File: src/dcnt_pkg.sv
`timescale 1ns / 1ps

package dcnt_pkg;

    localparam int COUNT_WIDTH_DEF = 32;

    localparam logic [31:0] ALL_ONES      = 32'hFFFF_FFFF;
    localparam logic [15:0] HALF_MASK     = 16'hFFFF;
    localparam logic [7:0]  CONTROL_RESET = 8'h20;
    localparam logic [7:0]  CONTROL_KEEP  = 8'hEF;
    localparam logic [7:0]  PRESC_WRAP16  = 8'd15;
    localparam logic [7:0]  PRESC_WRAP256 = 8'd255;

    localparam int CB_ONESHOT  = 0;
    localparam int CB_SIZE32   = 1;
    localparam int CB_PRESC_LO = 2;
    localparam int CB_PRESC_HI = 3;
    localparam int CB_IE       = 5;
    localparam int CB_PERIODIC = 6;
    localparam int CB_ENABLE   = 7;

    typedef enum logic [1:0] {
        OP_TICK  = 2'd0,
        OP_READ  = 2'd1,
        OP_WRITE = 2'd2
    } op_t;

    typedef enum logic [2:0] {
        REG_LOAD   = 3'd0,
        REG_VALUE  = 3'd1,
        REG_CTRL   = 3'd2,
        REG_INTCLR = 3'd3,
        REG_RIS    = 3'd4,
        REG_MIS    = 3'd5,
        REG_BGLOAD = 3'd6
    } reg_idx_t;

    typedef enum logic [1:0] {
        PRESC_DIV1   = 2'd0,
        PRESC_DIV16  = 2'd1
    } presc_t;

    typedef struct packed {
        logic        tick;
        logic        wr;
        logic [2:0]  idx;
        logic [31:0] wdata;
    } dcnt_acc_t;

endpackage

File: src/dcnt_timer.sv
`timescale 1ns / 1ps

module dcnt_timer #(
    parameter int COUNT_WIDTH = dcnt_pkg::COUNT_WIDTH_DEF
) (
    input  logic               clk,
    input  logic               rst_n,
    input  dcnt_pkg::dcnt_acc_t acc,
    output logic [31:0]        rdata,
    output logic               irq_next
);

    logic [31:0]            load_reg, load_next;
    logic [31:0]            bgload_reg, bgload_next;
    logic [7:0]             ctrl_reg, ctrl_next;
    logic [COUNT_WIDTH-1:0] count_reg, count_next;
    logic [7:0]             presc_reg, presc_next;
    logic                   pend_reg, pend_next;

    logic [COUNT_WIDTH-1:0] mask_cur;
    logic [COUNT_WIDTH-1:0] mask_wr;
    logic [COUNT_WIDTH-1:0] count_m;
    logic [COUNT_WIDTH-1:0] step_count;
    logic                   step_pend;
    logic                   wrap;

    always_comb
    begin
        mask_cur = ctrl_reg[dcnt_pkg::CB_SIZE32] ? '1
                                                 : COUNT_WIDTH'(dcnt_pkg::HALF_MASK);
        mask_wr  = acc.wdata[dcnt_pkg::CB_SIZE32] ? '1
                                                  : COUNT_WIDTH'(dcnt_pkg::HALF_MASK);
        count_m  = count_reg & mask_cur;
    end

    always_comb
    begin
        unique case (dcnt_pkg::presc_t'(ctrl_reg[dcnt_pkg::CB_PRESC_HI:dcnt_pkg::CB_PRESC_LO]))
            dcnt_pkg::PRESC_DIV1:  wrap = 1'b1;
            dcnt_pkg::PRESC_DIV16: wrap = (presc_reg >= dcnt_pkg::PRESC_WRAP16);
            default:               wrap = (presc_reg == dcnt_pkg::PRESC_WRAP256);
        endcase
    end

    always_comb
    begin
        step_pend  = pend_reg;
        step_count = count_m;
        if (count_m != '0)
        begin
            step_count = count_m - COUNT_WIDTH'(1);
            if (count_m == COUNT_WIDTH'(1))
            begin
                step_pend = 1'b1;
            end
        end
        else if (!ctrl_reg[dcnt_pkg::CB_ONESHOT])
        begin
            step_count = (ctrl_reg[dcnt_pkg::CB_PERIODIC]
                          ? load_reg[COUNT_WIDTH-1:0]
                          : dcnt_pkg::ALL_ONES[COUNT_WIDTH-1:0]) & mask_cur;
        end
    end

    always_comb
    begin
        load_next   = load_reg;
        bgload_next = bgload_reg;
        ctrl_next   = ctrl_reg;
        count_next  = count_reg;
        presc_next  = presc_reg;
        pend_next   = pend_reg;
        if (acc.tick && ctrl_reg[dcnt_pkg::CB_ENABLE])
        begin
            if (wrap)
            begin
                presc_next = '0;
                count_next = step_count;
                pend_next  = step_pend;
            end
            else
            begin
                presc_next = presc_reg + 8'd1;
            end
        end
        else if (acc.wr)
        begin
            unique case (dcnt_pkg::reg_idx_t'(acc.idx))
                dcnt_pkg::REG_LOAD:
                begin
                    load_next   = acc.wdata;
                    bgload_next = acc.wdata;
                    count_next  = acc.wdata[COUNT_WIDTH-1:0] & mask_cur;
                    presc_next  = '0;
                end
                dcnt_pkg::REG_CTRL:
                begin
                    ctrl_next  = acc.wdata[7:0] & dcnt_pkg::CONTROL_KEEP;
                    count_next = load_reg[COUNT_WIDTH-1:0] & mask_wr;
                    presc_next = '0;
                end
                dcnt_pkg::REG_INTCLR:
                begin
                    pend_next = 1'b0;
                end
                dcnt_pkg::REG_BGLOAD:
                begin
                    load_next   = acc.wdata;
                    bgload_next = acc.wdata;
                end
                default:
                begin
                end
            endcase
        end
    end

    assign irq_next = ctrl_next[dcnt_pkg::CB_IE] & pend_next;

    always_comb
    begin
        unique case (dcnt_pkg::reg_idx_t'(acc.idx))
            dcnt_pkg::REG_LOAD:   rdata = load_reg;
            dcnt_pkg::REG_VALUE:  rdata = 32'(count_m);
            dcnt_pkg::REG_CTRL:   rdata = {24'd0, ctrl_reg};
            dcnt_pkg::REG_RIS:    rdata = {31'd0, pend_reg};
            dcnt_pkg::REG_MIS:    rdata = {31'd0, ctrl_reg[dcnt_pkg::CB_IE] & pend_reg};
            dcnt_pkg::REG_BGLOAD: rdata = bgload_reg;
            default:              rdata = '0;
        endcase
    end

    always_ff @(posedge clk or negedge rst_n)
    begin
        if (!rst_n)
        begin
            load_reg   <= '0;
            bgload_reg <= '0;
            ctrl_reg   <= dcnt_pkg::CONTROL_RESET;
            count_reg  <= '1;
            presc_reg  <= '0;
            pend_reg   <= 1'b0;
        end
        else
        begin
            load_reg   <= load_next;
            bgload_reg <= bgload_next;
            ctrl_reg   <= ctrl_next;
            count_reg  <= count_next;
            presc_reg  <= presc_next;
            pend_reg   <= pend_next;
        end
    end

endmodule

File: src/dual_down_counter_timer_unit.sv
`timescale 1ns / 1ps

// Channel  Handshake            Fields
// in       in_valid / in_stall  operation, timer_select, reg_index, write_data
// out      out_valid / out_stall read_data, irq_first, irq_second, irq_combined
//
// One item per cycle while in_stall is low; the accepting edge registers its result.
// Timer state updates at the accepting edge; the result goes to an output register.
// A two-entry output buffer (output register plus skid entry) decouples the sides;
// in_stall rises only when both entries hold results.
// Reset is asynchronous, active low, and brings both timers to their register defaults.

module dual_down_counter_timer_unit #(
    parameter int COUNT_WIDTH = dcnt_pkg::COUNT_WIDTH_DEF
) (
    input  logic        clk,
    input  logic        rst_n,
    input  logic        in_valid,
    output logic        in_stall,
    input  logic [1:0]  operation,
    input  logic        timer_select,
    input  logic [2:0]  reg_index,
    input  logic [31:0] write_data,
    output logic        out_valid,
    input  logic        out_stall,
    output logic [31:0] read_data,
    output logic        irq_first,
    output logic        irq_second,
    output logic        irq_combined
);

    logic                accept;
    logic                out_take;
    logic                is_tick;
    logic                is_read;
    logic                is_write;
    dcnt_pkg::dcnt_acc_t acc0;
    dcnt_pkg::dcnt_acc_t acc1;
    logic [31:0]         rdata0;
    logic [31:0]         rdata1;
    logic                irq0;
    logic                irq1;
    logic [31:0]         res_rdata;

    logic                out_valid_reg;
    logic [31:0]         out_rdata_reg;
    logic                out_irq0_reg;
    logic                out_irq1_reg;
    logic                skid_valid_reg;
    logic [31:0]         skid_rdata_reg;
    logic                skid_irq0_reg;
    logic                skid_irq1_reg;

    assign in_stall = skid_valid_reg;
    assign accept   = in_valid && !skid_valid_reg;
    assign out_take = out_valid_reg && !out_stall;

    always_comb
    begin
        is_tick  = 1'b0;
        is_read  = 1'b0;
        is_write = 1'b0;
        unique case (dcnt_pkg::op_t'(operation))
            dcnt_pkg::OP_TICK:  is_tick  = 1'b1;
            dcnt_pkg::OP_READ:  is_read  = 1'b1;
            dcnt_pkg::OP_WRITE: is_write = 1'b1;
            default:
            begin
            end
        endcase
    end

    always_comb
    begin
        acc0.tick  = accept && is_tick;
        acc0.wr    = accept && is_write && !timer_select;
        acc0.idx   = reg_index;
        acc0.wdata = write_data;
        acc1.tick  = accept && is_tick;
        acc1.wr    = accept && is_write && timer_select;
        acc1.idx   = reg_index;
        acc1.wdata = write_data;
    end

    dcnt_timer #(
        .COUNT_WIDTH(COUNT_WIDTH)
    ) u_timer0 (
        .clk      (clk),
        .rst_n    (rst_n),
        .acc      (acc0),
        .rdata    (rdata0),
        .irq_next (irq0)
    );

    dcnt_timer #(
        .COUNT_WIDTH(COUNT_WIDTH)
    ) u_timer1 (
        .clk      (clk),
        .rst_n    (rst_n),
        .acc      (acc1),
        .rdata    (rdata1),
        .irq_next (irq1)
    );

    assign res_rdata = is_read ? (timer_select ? rdata1 : rdata0) : '0;

    always_ff @(posedge clk or negedge rst_n)
    begin
        if (!rst_n)
        begin
            out_valid_reg  <= 1'b0;
            skid_valid_reg <= 1'b0;
        end
        else
        begin
            if (accept)
            begin
                if (!out_valid_reg || out_take)
                begin
                    out_valid_reg <= 1'b1;
                end
                else
                begin
                    skid_valid_reg <= 1'b1;
                end
            end
            else if (out_take)
            begin
                out_valid_reg  <= skid_valid_reg;
                skid_valid_reg <= 1'b0;
            end
        end
    end

    always_ff @(posedge clk)
    begin
        if (accept && (!out_valid_reg || out_take))
        begin
            out_rdata_reg <= res_rdata;
            out_irq0_reg  <= irq0;
            out_irq1_reg  <= irq1;
        end
        else if (skid_valid_reg && out_take)
        begin
            out_rdata_reg <= skid_rdata_reg;
            out_irq0_reg  <= skid_irq0_reg;
            out_irq1_reg  <= skid_irq1_reg;
        end
        if (accept && out_valid_reg && !out_take)
        begin
            skid_rdata_reg <= res_rdata;
            skid_irq0_reg  <= irq0;
            skid_irq1_reg  <= irq1;
        end
    end

    assign out_valid    = out_valid_reg;
    assign read_data    = out_rdata_reg;
    assign irq_first    = out_irq0_reg;
    assign irq_second   = out_irq1_reg;
    assign irq_combined = out_irq0_reg | out_irq1_reg;

`ifndef NO_ASSERTIONS
    assert property (@(posedge clk) disable iff (!rst_n)
        skid_valid_reg |-> out_valid_reg)
        else $error("skid entry held without an output result");

    assert property (@(posedge clk) disable iff (!rst_n)
        $rose(skid_valid_reg) |-> $past(out_valid_reg && out_stall))
        else $error("skid entry filled while output was free");

    assert property (@(posedge clk) disable iff (!rst_n)
        $fell(out_valid_reg) |-> $past(!out_stall && !skid_valid_reg && !accept))
        else $error("output result dropped without being taken");
`endif

endmodule
File: config.mk
export PLATFORM = sky130hd
export DESIGN_NAME = dual_down_counter_timer_unit
export DESIGN_NICKNAME = d
export VERILOG_FILES = /design/src/dcnt_pkg.sv /design/src/dcnt_timer.sv /design/src/dual_down_counter_timer_unit.sv
export SDC_FILE = /design/constraint.sdc
export NUM_CORES = 1
export LEC_CHECK = 0
export BUFFER_PORTS_ARGS = -buffer_cell sky130_fd_sc_hd__buf_4
export CORE_MARGIN = 2
export CORE_UTILIZATION = 45
export CTS_CLUSTER_SIZE = 14
export DETAILED_ROUTE_END_ITERATION = 12
export GPL_TIMING_DRIVEN = 0
export SYNTH_ARGS = -nofsm -noshare
export SYNTH_HDL_FRONTEND = slang
export SYNTH_HIERARCHICAL = 1
export SYNTH_SLANG_ARGS = --single-unit
File: constraint.sdc
create_clock -name clk -period 5.2 [get_ports clk]
set_clock_uncertainty 0.1 [all_clocks]
set_input_delay 0.26 -clock clk [delete_from_list [all_inputs] [get_ports clk]]
set_output_delay 0.26 -clock clk [all_outputs]
set_load 0.01 [all_outputs]
* Yosys cells after proc, flatten, opt, wreduce, memory -nomap -nowiden
Cells that the tools add are included.
** Storage, ports and cells
- Word-level logic and storage cells :: 166
- Register bits after elaboration :: 230
** Operators by class
- $lt $le $gt $ge :: 2
- Add/sub/neg operators :: 4
- Multiplexer cells :: 63
- Reductions and logical operators :: 44
- Equality and inequality tests :: 18
- Bitwise logic cells :: 15
** Operators with widths (count)
- $mux 32 :: 19
- $pmux 32 s5 :: 2
- $and 32x32->32 :: 8
- $pmux 32 s2 :: 2
- $eq 32x1->1 const B :: 2
- $reduce_bool 32->1 :: 2
- $sub 32x1->32 const B :: 2
- $mux 8 :: 7
- $mux 6 :: 6
- $mux 1 :: 25
- $reduce_and 3->1 :: 6
- $add 8x1->8 const B :: 2
- $eq 8x8->1 const B :: 2
- $ge 8x4->1 const B :: 2
- $logic_and 1x1->1 :: 12
- $reduce_bool 2->1 :: 6
- $eq 3x3->1 const B :: 3
- $reduce_and 2->1 :: 4
- $eq 2x1->1 const B :: 3
- $eq 3x2->1 const B :: 2
- $logic_not 2->1 :: 3
- $ne 2x1->1 const B :: 3
- $reduce_bool 3->1 :: 2
- $logic_not 1->1 :: 5
- other kinds (10) :: 16

* Depth between registers and ports, before layout
- Depth after elaboration :: 9
- Gate-level depth with buffers :: 11
- Depth with buffers taken out :: 9

* Modules after synthesis
Netlist, hierarchy kept.
** By module, submodules not included
- dcnt_timer (u_timer1) :: cells an instance 685, area each 5840.6 um^2, sequential area each 2043.2 um^2, times used 1
- dcnt_timer (u_timer0) :: cells an instance 674, area each 5768.0 um^2, sequential area each 2043.2 um^2, times used 1
- dual_down_counter_timer_unit :: cells an instance 196, area each 3246.9 um^2, sequential area each 2092.0 um^2, times used 1

* Worst setup path after synthesis
No wires, ideal clock.
- Path type :: register to register
- Start point :: register out_valid_reg, in the netlist out_valid
- End point :: register out_irq0_reg, in the netlist irq_first, enable pin
- Period minus slack after synthesis :: 3.718 ns
- Arrival :: 3.140 ns
- Setup slack :: 1.482 ns
- Buffers on the path :: 0
- Stages on the path, launching flop included :: 3
- Path through :: dfrtp_1 nand2_1 a21boi_0
** Between the ends
- Word-level cells in the longest chain between the ends :: 4
- Elaborated cells between the ends (all ways) :: 6
** Ends and longest elaborated chain
- start, declared :: RTL line dual_down_counter_timer_unit.sv:45 : logic out_valid_reg;
- start signal, assigned :: RTL line dual_down_counter_timer_unit.sv:129 : out_valid_reg <= skid_valid_reg;
- $logic_not 1->1 or $logic_and 1x1->1 (tied branches) :: RTL line dual_down_counter_timer_unit.sv:137, dual_down_counter_timer_unit.sv:56
- $logic_or 1x1->1 :: RTL line dual_down_counter_timer_unit.sv:137 : if (accept && (!out_valid_reg || out_take))
- $logic_and 1x1->1 :: RTL line dual_down_counter_timer_unit.sv:137
- $reduce_bool 2->1 (no source line) (*)
- end signal, assigned :: RTL line dual_down_counter_timer_unit.sv:140 : out_irq0_reg <= irq0;
- end signal, assigned :: RTL line dual_down_counter_timer_unit.sv:146 : out_irq0_reg <= skid_irq0_reg;
- end, declared :: RTL line dual_down_counter_timer_unit.sv:47 : logic out_irq0_reg;
Every way passes the cells marked *; elsewhere a longest branch is shown, timed or not.
A chain may end at the register's enable or synchronous reset.

==> impl_metrics.py <==
metrics = {
    "run_status": {
        "run_status": "finished clean",
    },
    "synthesis": {
        "yosys.area_share.simple_pct": 17.70,
        "synth_async_sr_flop_share_pct": 70.43,
        "synth-compound-area-share_pct": 20.38,
        "synth_top_family_by_area": "compound AO/OA/AOI/OAI gates",
        "synth_xor_area_share_pct": 1.297,
        "syn_inst": 1555,
        "yosys.area_share.adder_pct": 0.5053,
        "muxShareOfSynthArea_pct": 13.38,
        "ys.flop_type": "dfrtp_1",
        "syn-cell-area_sq_um": 14860,
        "yosys_warnings": 6,
        "synth_edf_count": 68,
        "synthDistinctLibCells": 91,
        "ys_ff_latch": 230,
        "syn_nets": 1603,
        "syn_avg_cell_area_sq_um": 9.553,
        "yosysSeqAreaShare_pct": 41.59,
    },
    "grt": {
        "grt_pass1_vias": 13072,
        "antenna_found_initial": 1,
        "grt_max_degree": 100,
        "gr-total-overflow": 0,
        "grtUsageTotal_pct": 31.42,
        "grt_pass1_wl_um": 81240,
    },
    "layout": {
        "layout-drive-gt1-share_pct": 22.71,
        "synthToLayoutAreaGrowth_pct": 16.63,
        "final_nets": 1745,
        "fin_cells": 2161,
        "layout_common_cells": "nand2_1 (153), nor2_1 (137), o21ai_0 (132)",
        "layout_commonest_cell": "nand2_1",
        "final_util_pct": 53.25,
    },
    "sta": {
        "drv_slew": 0,
        "tns_ps": 0,
        "holdWs_ps": 35.79,
        "rsz0062_at_grt": "no",
        "worst_pin_slew_ps": 1361,
        "period_minus_slack_ps": 4051,
        "max_slew_margin_pct": 9.083,
        "hold_viol_final": 0,
        "fmaxAchievable_mhz": 246.8,
        "timing.final.crit_share_pct": 77.91,
        "setup_violations": 0,
    },
    "floorplanning": {
        "core-area_sq_um": 32540,
        "die_area_sq_um": 34480,
        "die_y_um": 185.7,
        "start_util_pct": 45.66,
        "io_pins": 79,
        "die_w_um": 185.7,
        "std_cell_rows": 66,
    },
    "setup_path": {
        "reg2reg_from": "in_stall",
        "endpoint_kind": "register",
        "crit_required_ps": 5570,
        "crit_start": "in_stall",
        "crit_fanout": 10,
        "critPathLaunchType": "register",
        "worstSetupEndpoint": "u_timer0/count_reg[6]",
        "reg2reg_to": "u_timer0/count_reg[6]",
        "rrSetupSlack_ps": 1150,
        "setup.worst_path.class": "register to register",
        "cp.arrival_ps": 4420,
        "rr_worst_depth": 8,
    },
    "clock_network": {
        "insertion_delay_ps": 550,
        "cts_tree": "built",
        "path_clk_slew_ps": 70,
        "cts_buffer_depth": 3,
        "numCtsBuffers": 27,
        "htreeDepth": 1,
        "cts_resized": 0,
        "clockRootBuffer": "clkbuf_16",
        "cts.sinks": 230,
    },
    "placement": {
        "hpwl_um": 40720,
        "dpl.cell_count": 2075,
        "finalWeightedCongestion": 0.9592,
        "numPortBuffers": 76,
    },
    "route": {
        "routed_wl_um": 54250,
        "wl_per_cell_um": 25.11,
        "num_vias": 13769,
        "via_per_inst": 6.372,
        "dr.pass1.iters": 6,
        "route.detailed.drc": 0,
        "antenna_left": 0,
        "first_iter_violations": 1559,
    },
    "pwr": {
        "leakage_nw": 6.685,
        "ir_drop_mv": 0.2532,
        "powerDensity_nw_per_um2": 436.3,
    },
    "worst_hold_path": {
        "worstHoldStart": "write_data[1]",
        "hp-class": "input port to register",
    },
    "flow_run": {
        "cap_viol_max_count": 0,
    },
}
==> stage by stage <==
step | worst slack, ps | cell area [sq um] | total power [mW]
floorplan | 1482 | 14860 | 4.581
global placement | 682.2 | 15980 | 5.485
detailed placement | 1213 | 16050 | 5.531
CTS | 1235 | 17320 | 7.542
global route | 954.2 | 17320 | 7.946
finish | 1149 | 17330 | 7.559
==> layer usage <==
layer  routed length, um  global-route usage, %
met4                2144                  11.28
met2               24480                  50.05
met3                4764                  4.676
met5                   0                      0
met1               22870                  43.47
==> logic make-up after synthesis <==
logic type	count (synthesis)
AOI/OAI and AO/OA	452
xor gates and xnor gates	22
adders and majority gates	6
buffers and inverters	152
DFF	230
muxes	172
and+or+nand+nor	521
==> cell type report <==
class | instances | area [sq um]
Fill cell | 3100 | 15210
Multi-Input combinational cell | 1173 | 7931
Sequential cell | 230 | 6178
Timing Repair Buffer | 113 | 975.9
Clock buffer | 39 | 780.7
Buffer | 139 | 715.7
Tap cell | 442 | 553.0
Clock inverter | 10 | 137.6
Inverter | 13 | 48.80
Antenna cell | 2 | 5.005
==> worst min path at each step <==
stage	end	cells after the start
finish	u_timer0/ctrl_reg[1]	2
detailed placement	u_timer0/presc_reg[0]	1
global route	u_timer1/ctrl_reg[1]	2
CTS	u_timer0/ctrl_reg[1]	2
global placement	u_timer0/presc_reg[3]	1
floorplan	in_stall	0
==> cell usage after synthesis, types with 12 or more instances <==
| cell | instances | area, sq um |
|---|---|---|
| or3_1 | 12 | 75.07 |
| clkbuf_1 | 85 | 319.1 |
| mux2_2 | 93 | 1047 |
| o31ai_1 | 14 | 105.1 |
| dfrtp_1 | 96 | 2402 |
| and3_1 | 12 | 75.07 |
| nor4_1 | 27 | 168.9 |
| a211oi_1 | 13 | 97.59 |
| nand3_1 | 44 | 220.2 |
| a22o_1 | 55 | 481.7 |
| edfxtp_1 | 68 | 2042 |
| buf_2 | 19 | 95.09 |
| xnor2_1 | 14 | 122.6 |
| mux2i_1 | 49 | 490.5 |
| o21ai_0 | 132 | 660.6 |
| and2_1 | 12 | 75.07 |
| nor3_1 | 39 | 195.2 |
| or4_1 | 17 | 127.6 |
| a221oi_1 | 23 | 201.4 |
| nor2_1 | 138 | 518.0 |
| mux2_4 | 30 | 450.4 |
| dfstp_2 | 66 | 1734 |
| a22oi_1 | 19 | 142.6 |
| a31oi_1 | 36 | 225.2 |
| a21oi_1 | 76 | 380.4 |
| nand2_1 | 153 | 574.3 |
==> critical path, cell delays in order, from the launching register on <==
cell and delay [ps]:
dfrtp_1 410, nand2b_4 240, nor4b_1 800, a21oi_1 490
or3_1 460, clkbuf_1 250, a31oi_1 790, o21ai_0 210
o22a_1 210
==> power breakdown <==
group | switching, mW | leakage [nW] | internal (mW)
registers | 0.526 | 2.62 | 2.51
clock network | 0.776 | 0.434 | 1.19
logic | 1.46 | 3.64 | 1.10
total | 2.77 | 6.68 | 4.79
==> timing repair <==
item	in CTS	in global routing
endpoints found under the hold margin	139	0
setup buffers	0	0
hold buffers	35	0
(Power assumes the default switching activity.)
